[config.mk]
export PLATFORM = sky130hd
export DESIGN_NAME = weekly_schedule_window_matcher
export DESIGN_NICKNAME = d
export VERILOG_FILES = /design/src/wswm_pkg.sv /design/src/weekly_schedule_window_matcher.sv /design/src/wswm_ram.sv /design/src/wswm_match.sv
export VERILOG_INCLUDE_DIRS = /design/src /design/src/src
export SDC_FILE = /design/constraint.sdc
export NUM_CORES = 1
export LEC_CHECK = 0
export ABC_AREA = 1
export BUFFER_PORTS_ARGS = -buffer_cell sky130_fd_sc_hd__buf_4
export CAP_MARGIN = 15
export CORE_MARGIN = 2
export CORE_UTILIZATION = 60
export CTS_CLUSTER_DIAMETER = 150
export CTS_CLUSTER_SIZE = 16
export DETAILED_ROUTE_END_ITERATION = 8
export GPL_TIMING_DRIVEN = 0
export PLACE_DENSITY_LB_ADDON = 0.2
export SETUP_SLACK_MARGIN = 0.3
export SLEW_MARGIN = 40
export SYNTH_ARGS = -nofsm -noshare
export SYNTH_HDL_FRONTEND = slang
export SYNTH_SLANG_ARGS = --single-unit
[constraint.sdc]
create_clock -name clk -period 7.4 [get_ports clk]
set_input_delay 0.74 -clock clk [delete_from_list [all_inputs] [get_ports clk]]
set_output_delay 0.74 -clock clk [all_outputs]
set_load 0.1 [all_outputs]
[src/assert_macros.svh]
// Assertion helpers shared by the RTL. Each expects clk and rst_n in scope.
`ifndef ASSERT_MACROS_SVH
`define ASSERT_MACROS_SVH

// Same-cycle implication.
`define WSWM_ASSERT_NOW(lbl, ante, cons) \
  lbl: assert property (@(posedge clk) disable iff (!rst_n) (ante) |-> (cons)) \
    else $error("assertion failed");

// Next-cycle implication.
`define WSWM_ASSERT_NEXT(lbl, ante, cons) \
  lbl: assert property (@(posedge clk) disable iff (!rst_n) (ante) |=> (cons)) \
    else $error("assertion failed");

`endif

[src/wswm_pkg.sv]
`timescale 1ns / 1ps

package wswm_pkg;

  localparam int SLOTS_DEF  = 16;
  localparam int IDX_W      = 4;
  localparam int CNT_W      = 5;
  localparam int DAY_W      = 7;
  localparam int MIN_W      = 11;
  localparam int PRI_W      = 16;
  localparam int WDAY_W     = 3;
  localparam int DBIT_W     = 3;
  localparam int CFG_IDX_W  = 2;
  localparam int CFG_DATA_W = 5;

  localparam logic [DBIT_W-1:0] SUNDAY_BIT = DBIT_W'(6);

  localparam logic CMD_WRITE = 1'b0;
  localparam logic CMD_QUERY = 1'b1;

  localparam logic [CFG_IDX_W-1:0] CFG_ENTRY_COUNT = CFG_IDX_W'(0);
  localparam logic [CFG_IDX_W-1:0] CFG_PICK_PRIO   = CFG_IDX_W'(1);

  typedef struct packed {
    logic [DAY_W-1:0] days;
    logic [MIN_W-1:0] start_min;
    logic [MIN_W-1:0] stop_min;
    logic [PRI_W-1:0] prio;
  } slot_t;

  localparam int SLOT_W = $bits(slot_t);

  typedef struct packed {
    logic [DBIT_W-1:0] day_bit;
    logic [MIN_W-1:0]  minute;
    logic              pick_prio;
  } qry_t;

  typedef struct packed {
    logic             found;
    logic [PRI_W-1:0] prio;
  } best_t;

  // Sunday-first weekday to Monday-first mask bit; seven folds onto Sunday
  function automatic logic [DBIT_W-1:0] day_bit(input logic [WDAY_W-1:0] wd);
    logic [DBIT_W-1:0] b;
    if (wd == WDAY_W'(0) || wd == WDAY_W'(7)) begin
      b = SUNDAY_BIT;
    end else begin
      b = DBIT_W'(wd - WDAY_W'(1));
    end
    return b;
  endfunction

endpackage

[src/weekly_schedule_window_matcher.sv]
`timescale 1ns / 1ps
// Write transaction: accepted without a stall, no result.
// Query: scans n = min(entry_count, SLOTS) entries, one RAM read per entry, then
// presents the result; next query accepted once the result is registered, later if stalled.
// Invalid time or n of zero: no RAM read; the query goes straight to ST_DONE, no match.
// Reset (synchronous, rst_n low) clears all enable bits, entry_count to 0 and
// pick_highest_priority to 1; slot contents stay undefined until written.

module weekly_schedule_window_matcher #(
  parameter int SLOTS = wswm_pkg::SLOTS_DEF
) (
  input  logic                            clk,
  input  logic                            rst_n,

  input  logic                            in_valid,
  output logic                            in_stall,
  input  logic                            in_command,
  input  logic [wswm_pkg::IDX_W-1:0]      in_entry_index,
  input  logic                            in_entry_enabled,
  input  logic [wswm_pkg::DAY_W-1:0]      in_entry_days,
  input  logic [wswm_pkg::MIN_W-1:0]      in_entry_start,
  input  logic [wswm_pkg::MIN_W-1:0]      in_entry_end,
  input  logic [wswm_pkg::PRI_W-1:0]      in_entry_priority,
  input  logic [wswm_pkg::WDAY_W-1:0]     in_weekday,
  input  logic [wswm_pkg::MIN_W-1:0]      in_minute_of_day,
  input  logic                            in_time_valid,

  output logic                            out_valid,
  input  logic                            out_stall,
  output logic                            out_match_found,
  output logic [wswm_pkg::IDX_W-1:0]      out_match_index,

  input  logic                            cfg_valid,
  output logic                            cfg_ready,
  input  logic [wswm_pkg::CFG_IDX_W-1:0]  cfg_index,
  input  logic [wswm_pkg::CFG_DATA_W-1:0] cfg_data
);

  localparam int AW = (SLOTS > 1) ? $clog2(SLOTS) : 1;
  localparam int CW = $clog2(SLOTS + 1);

  typedef enum logic [1:0] {
    ST_IDLE,
    ST_SCAN,
    ST_DONE
  } state_t;

  state_t                         state_r, state_nxt;
  logic [wswm_pkg::CNT_W-1:0]     count_r;
  logic                           pick_r;
  logic [SLOTS-1:0]               en_r;
  logic [CW-1:0]                  scan_n_r, scan_n_nxt;
  logic [CW-1:0]                  issue_r, issue_nxt;
  logic                           eval_vld_r, eval_vld_nxt;
  logic [AW-1:0]                  eval_idx_r, eval_idx_nxt;
  wswm_pkg::qry_t                 qry_r, qry_nxt;
  wswm_pkg::best_t                best_r, best_nxt;
  logic [AW-1:0]                  best_idx_r, best_idx_nxt;
  logic                           out_valid_r, out_valid_nxt;
  logic                           out_found_r, out_found_nxt;
  logic [wswm_pkg::IDX_W-1:0]     out_index_r, out_index_nxt;

  logic                           in_acc;
  logic                           qry_acc;
  logic                           wr_en;
  logic [AW-1:0]                  wr_addr;
  logic [AW-1:0]                  ram_addr;
  wswm_pkg::slot_t                wr_slot;
  logic [wswm_pkg::SLOT_W-1:0]    ram_rdata;
  wswm_pkg::slot_t                rd_slot;
  logic                           take;
  logic [CW-1:0]                  n_eff;
  logic                           out_free;

  assign in_stall  = (state_r != ST_IDLE);
  assign in_acc    = in_valid && !in_stall;
  assign qry_acc   = in_acc && (in_command == wswm_pkg::CMD_QUERY);
  assign cfg_ready = 1'b1;
  assign out_free  = !out_valid_r || !out_stall;

  assign wr_addr = AW'(in_entry_index);
  assign wr_en   = in_acc && (in_command == wswm_pkg::CMD_WRITE)
                   && (32'(in_entry_index) < SLOTS);

  assign wr_slot.days      = in_entry_days;
  assign wr_slot.start_min = in_entry_start;
  assign wr_slot.stop_min  = in_entry_end;
  assign wr_slot.prio      = in_entry_priority;

  assign ram_addr = wr_en ? wr_addr : issue_r[AW-1:0];

  wswm_ram #(
    .WIDTH  (wswm_pkg::SLOT_W),
    .DEPTH  (SLOTS),
    .ADDR_W (AW)
  ) u_slot_ram (
    .clk   (clk),
    .we    (wr_en),
    .addr  (ram_addr),
    .wdata (wr_slot),
    .rdata (ram_rdata)
  );

  assign rd_slot = wswm_pkg::slot_t'(ram_rdata);

  wswm_match u_match (
    .slot    (rd_slot),
    .slot_en (en_r[eval_idx_r]),
    .qry     (qry_r),
    .best    (best_r),
    .take    (take)
  );

  always_comb begin
    if (32'(count_r) > SLOTS) begin
      n_eff = CW'(SLOTS);
    end else begin
      n_eff = CW'(count_r);
    end
  end

  always_comb begin
    state_nxt     = state_r;
    scan_n_nxt    = scan_n_r;
    issue_nxt     = issue_r;
    eval_vld_nxt  = 1'b0;
    eval_idx_nxt  = eval_idx_r;
    qry_nxt       = qry_r;
    best_nxt      = best_r;
    best_idx_nxt  = best_idx_r;
    out_valid_nxt = out_valid_r && out_stall;
    out_found_nxt = out_found_r;
    out_index_nxt = out_index_r;

    case (state_r)
      ST_IDLE: begin
        if (qry_acc) begin
          qry_nxt.day_bit   = wswm_pkg::day_bit(in_weekday);
          qry_nxt.minute    = in_minute_of_day;
          qry_nxt.pick_prio = pick_r;
          best_nxt.found    = 1'b0;
          best_nxt.prio     = '0;
          best_idx_nxt      = '0;
          scan_n_nxt        = n_eff;
          issue_nxt         = '0;
          if (!in_time_valid || n_eff == '0) begin
            state_nxt = ST_DONE;
          end else begin
            state_nxt = ST_SCAN;
          end
        end
      end
      ST_SCAN: begin
        if (eval_vld_r && take) begin
          best_nxt.found = 1'b1;
          best_nxt.prio  = rd_slot.prio;
          best_idx_nxt   = eval_idx_r;
        end
        if (issue_r < scan_n_r) begin
          eval_vld_nxt = 1'b1;
          eval_idx_nxt = issue_r[AW-1:0];
          issue_nxt    = issue_r + CW'(1);
        end else if (eval_vld_r) begin
          state_nxt = ST_DONE;
        end
      end
      ST_DONE: begin
        if (out_free) begin
          out_valid_nxt = 1'b1;
          out_found_nxt = best_r.found;
          out_index_nxt = best_r.found ? wswm_pkg::IDX_W'(best_idx_r) : '0;
          state_nxt     = ST_IDLE;
        end
      end
      default: begin
        state_nxt = ST_IDLE;
      end
    endcase
  end

  always_ff @(posedge clk) begin
    if (!rst_n) begin
      state_r     <= ST_IDLE;
      eval_vld_r  <= 1'b0;
      out_valid_r <= 1'b0;
      en_r        <= '0;
      count_r     <= '0;
      pick_r      <= 1'b1;
    end else begin
      state_r     <= state_nxt;
      eval_vld_r  <= eval_vld_nxt;
      out_valid_r <= out_valid_nxt;
      if (wr_en) begin
        en_r[wr_addr] <= in_entry_enabled;
      end
      if (cfg_valid && cfg_ready) begin
        case (cfg_index)
          wswm_pkg::CFG_ENTRY_COUNT: count_r <= cfg_data[wswm_pkg::CNT_W-1:0];
          wswm_pkg::CFG_PICK_PRIO:   pick_r  <= cfg_data[0];
          default: ;
        endcase
      end
    end
    scan_n_r    <= scan_n_nxt;
    issue_r     <= issue_nxt;
    eval_idx_r  <= eval_idx_nxt;
    qry_r       <= qry_nxt;
    best_r      <= best_nxt;
    best_idx_r  <= best_idx_nxt;
    out_found_r <= out_found_nxt;
    out_index_r <= out_index_nxt;
  end

  assign out_valid       = out_valid_r;
  assign out_match_found = out_found_r;
  assign out_match_index = out_index_r;

  `include "assert_macros.svh"

  `WSWM_ASSERT_NOW(a_not_found_zero_index, out_valid && !out_match_found, out_match_index == '0)
  `WSWM_ASSERT_NOW(a_issue_bounded, state_r == ST_SCAN, issue_r <= scan_n_r)
  `WSWM_ASSERT_NOW(a_best_in_range, state_r == ST_DONE && best_r.found, CW'(best_idx_r) < scan_n_r)
  `WSWM_ASSERT_NEXT(a_invalid_time_skips, qry_acc && !in_time_valid, state_r == ST_DONE)

endmodule

[src/wswm_ram.sv]
`timescale 1ns / 1ps

module wswm_ram #(
  parameter int WIDTH  = 8,
  parameter int DEPTH  = 16,
  parameter int ADDR_W = (DEPTH > 1) ? $clog2(DEPTH) : 1
) (
  input  logic              clk,
  input  logic              we,
  input  logic [ADDR_W-1:0] addr,
  input  logic [WIDTH-1:0]  wdata,
  output logic [WIDTH-1:0]  rdata
);

  logic [WIDTH-1:0] mem_r [DEPTH];
  logic [WIDTH-1:0] rdata_r;

  always_ff @(posedge clk) begin
    if (we) begin
      mem_r[addr] <= wdata;
    end
    rdata_r <= mem_r[addr];
  end

  assign rdata = rdata_r;

endmodule

[src/wswm_match.sv]
`timescale 1ns / 1ps

module wswm_match (
  input  wswm_pkg::slot_t slot,
  input  logic            slot_en,
  input  wswm_pkg::qry_t  qry,
  input  wswm_pkg::best_t best,
  output logic            take
);

  logic day_ok;
  logic win_ok;
  logic hit;

  assign day_ok = slot.days[qry.day_bit];

  always_comb begin
    if (slot.start_min == slot.stop_min) begin
      win_ok = 1'b0;
    end else if (slot.start_min < slot.stop_min) begin
      win_ok = (qry.minute >= slot.start_min) && (qry.minute < slot.stop_min);
    end else begin
      // wraps past midnight
      win_ok = (qry.minute >= slot.start_min) || (qry.minute < slot.stop_min);
    end
  end

  assign hit = slot_en && day_ok && win_ok;

  always_comb begin
    if (!hit) begin
      take = 1'b0;
    end else if (!best.found) begin
      take = 1'b1;
    end else begin
      take = qry.pick_prio && (slot.prio > best.prio);
    end
  end

endmodule

==> results.toml <==
[finish]
fin_area_um2 = 40150
final_common_cell = "nand2_1"
final_cell_mix = "2054 x nand2_1, 775 x edfxtp_1, 214 x inv_1, 103 x buf_2, 90 x buf_4"
drive_gt1_share_pct = 9.038
multi_input_area_um2 = 9567
final_nets = 3880
final-seq-area_um2 = 24690
area_delta_synth_final_pct = 12.44
fillerInstances = 4342

[synth]
synth.avg_cell_area_um2 = 10.06
synth-async-reset-ratio_pct = 0
synth_fp_nets = 3683
yosys_warnings = 0
synth_area_leaders = "edfxtp_1 65%, nand2_1 22%, dfxtp_1 4.0%"
synthFlopType = "edfxtp_1"
synth_top_family_by_area = "simple AND/OR/NAND/NOR gates"
synth_top_area_share_pct = 65.17
synth_cell_types = 30
synth.area.mux_share_pct = 0
synth_xor_area_share_pct = 0.02453
synth_compound_gate_area_share_pct = 1.261
synthSimpleGateAreaFrac_pct = 23.22
synth_top_area_cell = "edfxtp_1"
ys_seq_area_share_pct = 69.15
ys_seq_elements = 846
netlist_area_um2 = 35710
syn_inst = 3550
synthAdderAreaFrac_pct = 1.927
synth_edf_count = 775

[clock_network]
cts_resized = 0
cts_buffer_depth = 3
cts.sinks = 846
clk_latency_ns = 0.64
h-tree-depth = 2
cts_tree = "done"
post_cts_buffers = 0
path_clk_slew_ns = 0.07
cts_hold_buf = 0
numCtsBuffers = 58
cts_root_buf = "clkbuf_16"

[drt]
ant_nets = 0
drt_iter0_markers = 2444
routedWlPerCell_um = 19.56
vias = 24690
post_drt_via_cell_ratio = 5.403
drc_errors = 0
drt-total-wl_um = 89400
firstDrtPassIters = 5

[sta]
fin_crit_ns = 3.447
maxSlewHeadroom_pct = 56.86
finClkSkew_ns = 0.01226
rsz0062_at_grt = "false"
setup-tns-final_ns = 0
slew_viol_final = 0
tightest_slew_ns = 0.6448
hold_viol = 0
period_share_pct = 46.59
max_freq_mhz = 290.1
finalSetupViolCount = 0

[flow_run]
cap_viol_max_count = 0

[power_and_ir_drop]
combinationalPowerShare_pct = 31.1
internal_power_uw = 8079
max-vdd-ir-drop_mv = 0.3145
power_leakage_uw = 0.01731
clkPwrFrac_pct = 24.2
p_switching_uw = 4496
p_per_area_nw_per_um2 = 313.2
swShare_pct = 35.75
seqPwrFrac_pct = 44.7

[grt]
first_global_vias = 23413
grt_util_all_layers_pct = 29.57
overflow = 0
antenna_found_initial = 3
grt_pass1_wl_um = 134300
grt_max_degree = 22

[floorplan]
initial_core_util_pct = 60.62
rows = 89
die_area_um2 = 61480
die_y_um = 248.0
io_pins = 86
die_x_um = 248.0
core-area_um2 = 58910

[placed_design]
place_area_um2 = 38470
routabilityCongestion = 0.8728
portBuffers = 84
dp_hpwl_um = 60400

[setup_path]
cp.arrival_ns = 3.79
cp_cell_sequence = "nor2_4 > nand3_4 > nand2_1 > nand2_2 > buf_2 > nand2_1 > nor2_2 > inv_2 > nor2_4 > buf_8 > buf_8"
critPathKind = "reg2reg"
critPathLaunchType = "flop"
cp_slowest_cell = "buf_2"
slowest_delay_ns = 0.54
cp_num_buf_inv = 4
crit_family = "simple AND/OR/NAND/NOR gates"
worst_setup_path_end_kind = "flop"
crit_fanout = 15
critPathRequiredTime_ns = 7.74

[run_status]
status = "completed"

[hold_path]
hold_path_class = "in2reg"
==> power by group through the flow <==
stage	sequential, uW	combinational, uW	clock, uW
after floorplan	5750	2440	0
after global placement	5730	3690	0
after CTS	5620	3880	3060
after detailed placement	5730	3850	0
after global routing	5640	4370	3230
final	5620	3910	3050
==> layer usage <==
metal	up-vias	GRT usage, %	part of all wire, %
li1	11756	-	-
met1	11542	39.95	39
met2	1197	48.54	48
met3	191	4.909	9.8
met4	4	11.11	3.5
met5	-	0	0.029
==> final timing paths <==
check,start,endpoint,slack [ns],cells after the start
setup / recovery,state_r[0],u_slot_ram.mem_r[15][11],3.95,11
hold / removal,in_minute_of_day[2],qry_r[3],0.28,1
setup reg to reg,state_r[0],u_slot_ram.mem_r[15][11],3.95,11
hold reg to reg,out_valid,out_valid,0.49,2
==> flip-flops by register name, indices dropped and copies added (netlist names), 5 cells and up <==
| register | cells |
|---|---|
| best_r | 17 |
| u_slot_ram.rdata | 45 |
| en_r | 16 |
| issue_r | 5 |
| scan_n_r | 5 |
| count_r | 5 |
| u_slot_ram.mem_r | 720 |
| qry_r | 15 |
==> cell usage after synthesis, types with 2 or more instances <==
master	instances
o211ai_1	2
a311oi_1	2
o21ai_0	28
edfxtp_1	775
clkbuf_1	22
clkinv_1	14
nor2_1	86
dfxtp_1	71
ha_1	55
o21a_1	3
a21oi_1	40
buf_1	14
nand4_1	6
buf_2	100
nand3_1	23
nand2_1	2055
nand2_2	2
inv_1	214
nor2_2	5
nor3_1	5
a21o_1	3
o21ai_2	3
buf_4	5
inv_2	11
==> cell families (layout without fill, tap and decap cells) <==
group,count (synthesis),count (layout)
fa+ha+maj,55,55
other cells,1,3
flops,846,846
simple gates,2185,2185
buf+inv,380,625
xor+xnor,1,1
compound gates,82,82
==> area by class of cell <==
cell class                      instances  share of cell area [%]
Buffer                                141                   1.677
Tap cell                              773                   2.409
Sequential cell                       846                   61.50
Antenna cell                            2                 0.01246
Multi-Input combinational cell       2324                   23.83
Clock buffer                          105                   4.079
Inverter                              239                   2.234
Timing Repair Buffer                  137                   4.176
Clock inverter                          3                 0.08414
==> per-stage QoR <==
stage	hold slack, ns	utilization, %	setup slack [ns]	total power (uW)	cells
after floorplan	0.4086	-	3.286	8194	3550
after global placement	0.4645	63.33	0.3808	9422	4407
after detailed placement	0.4724	65.31	3.477	9573	4460
after CTS	0.2582	68.15	3.943	12560	4568
after global routing	0.2568	68.15	3.833	13240	4568
final	0.2774	68.16	3.953	12570	4570
Note: power is estimated with default switching activity, not from simulation.
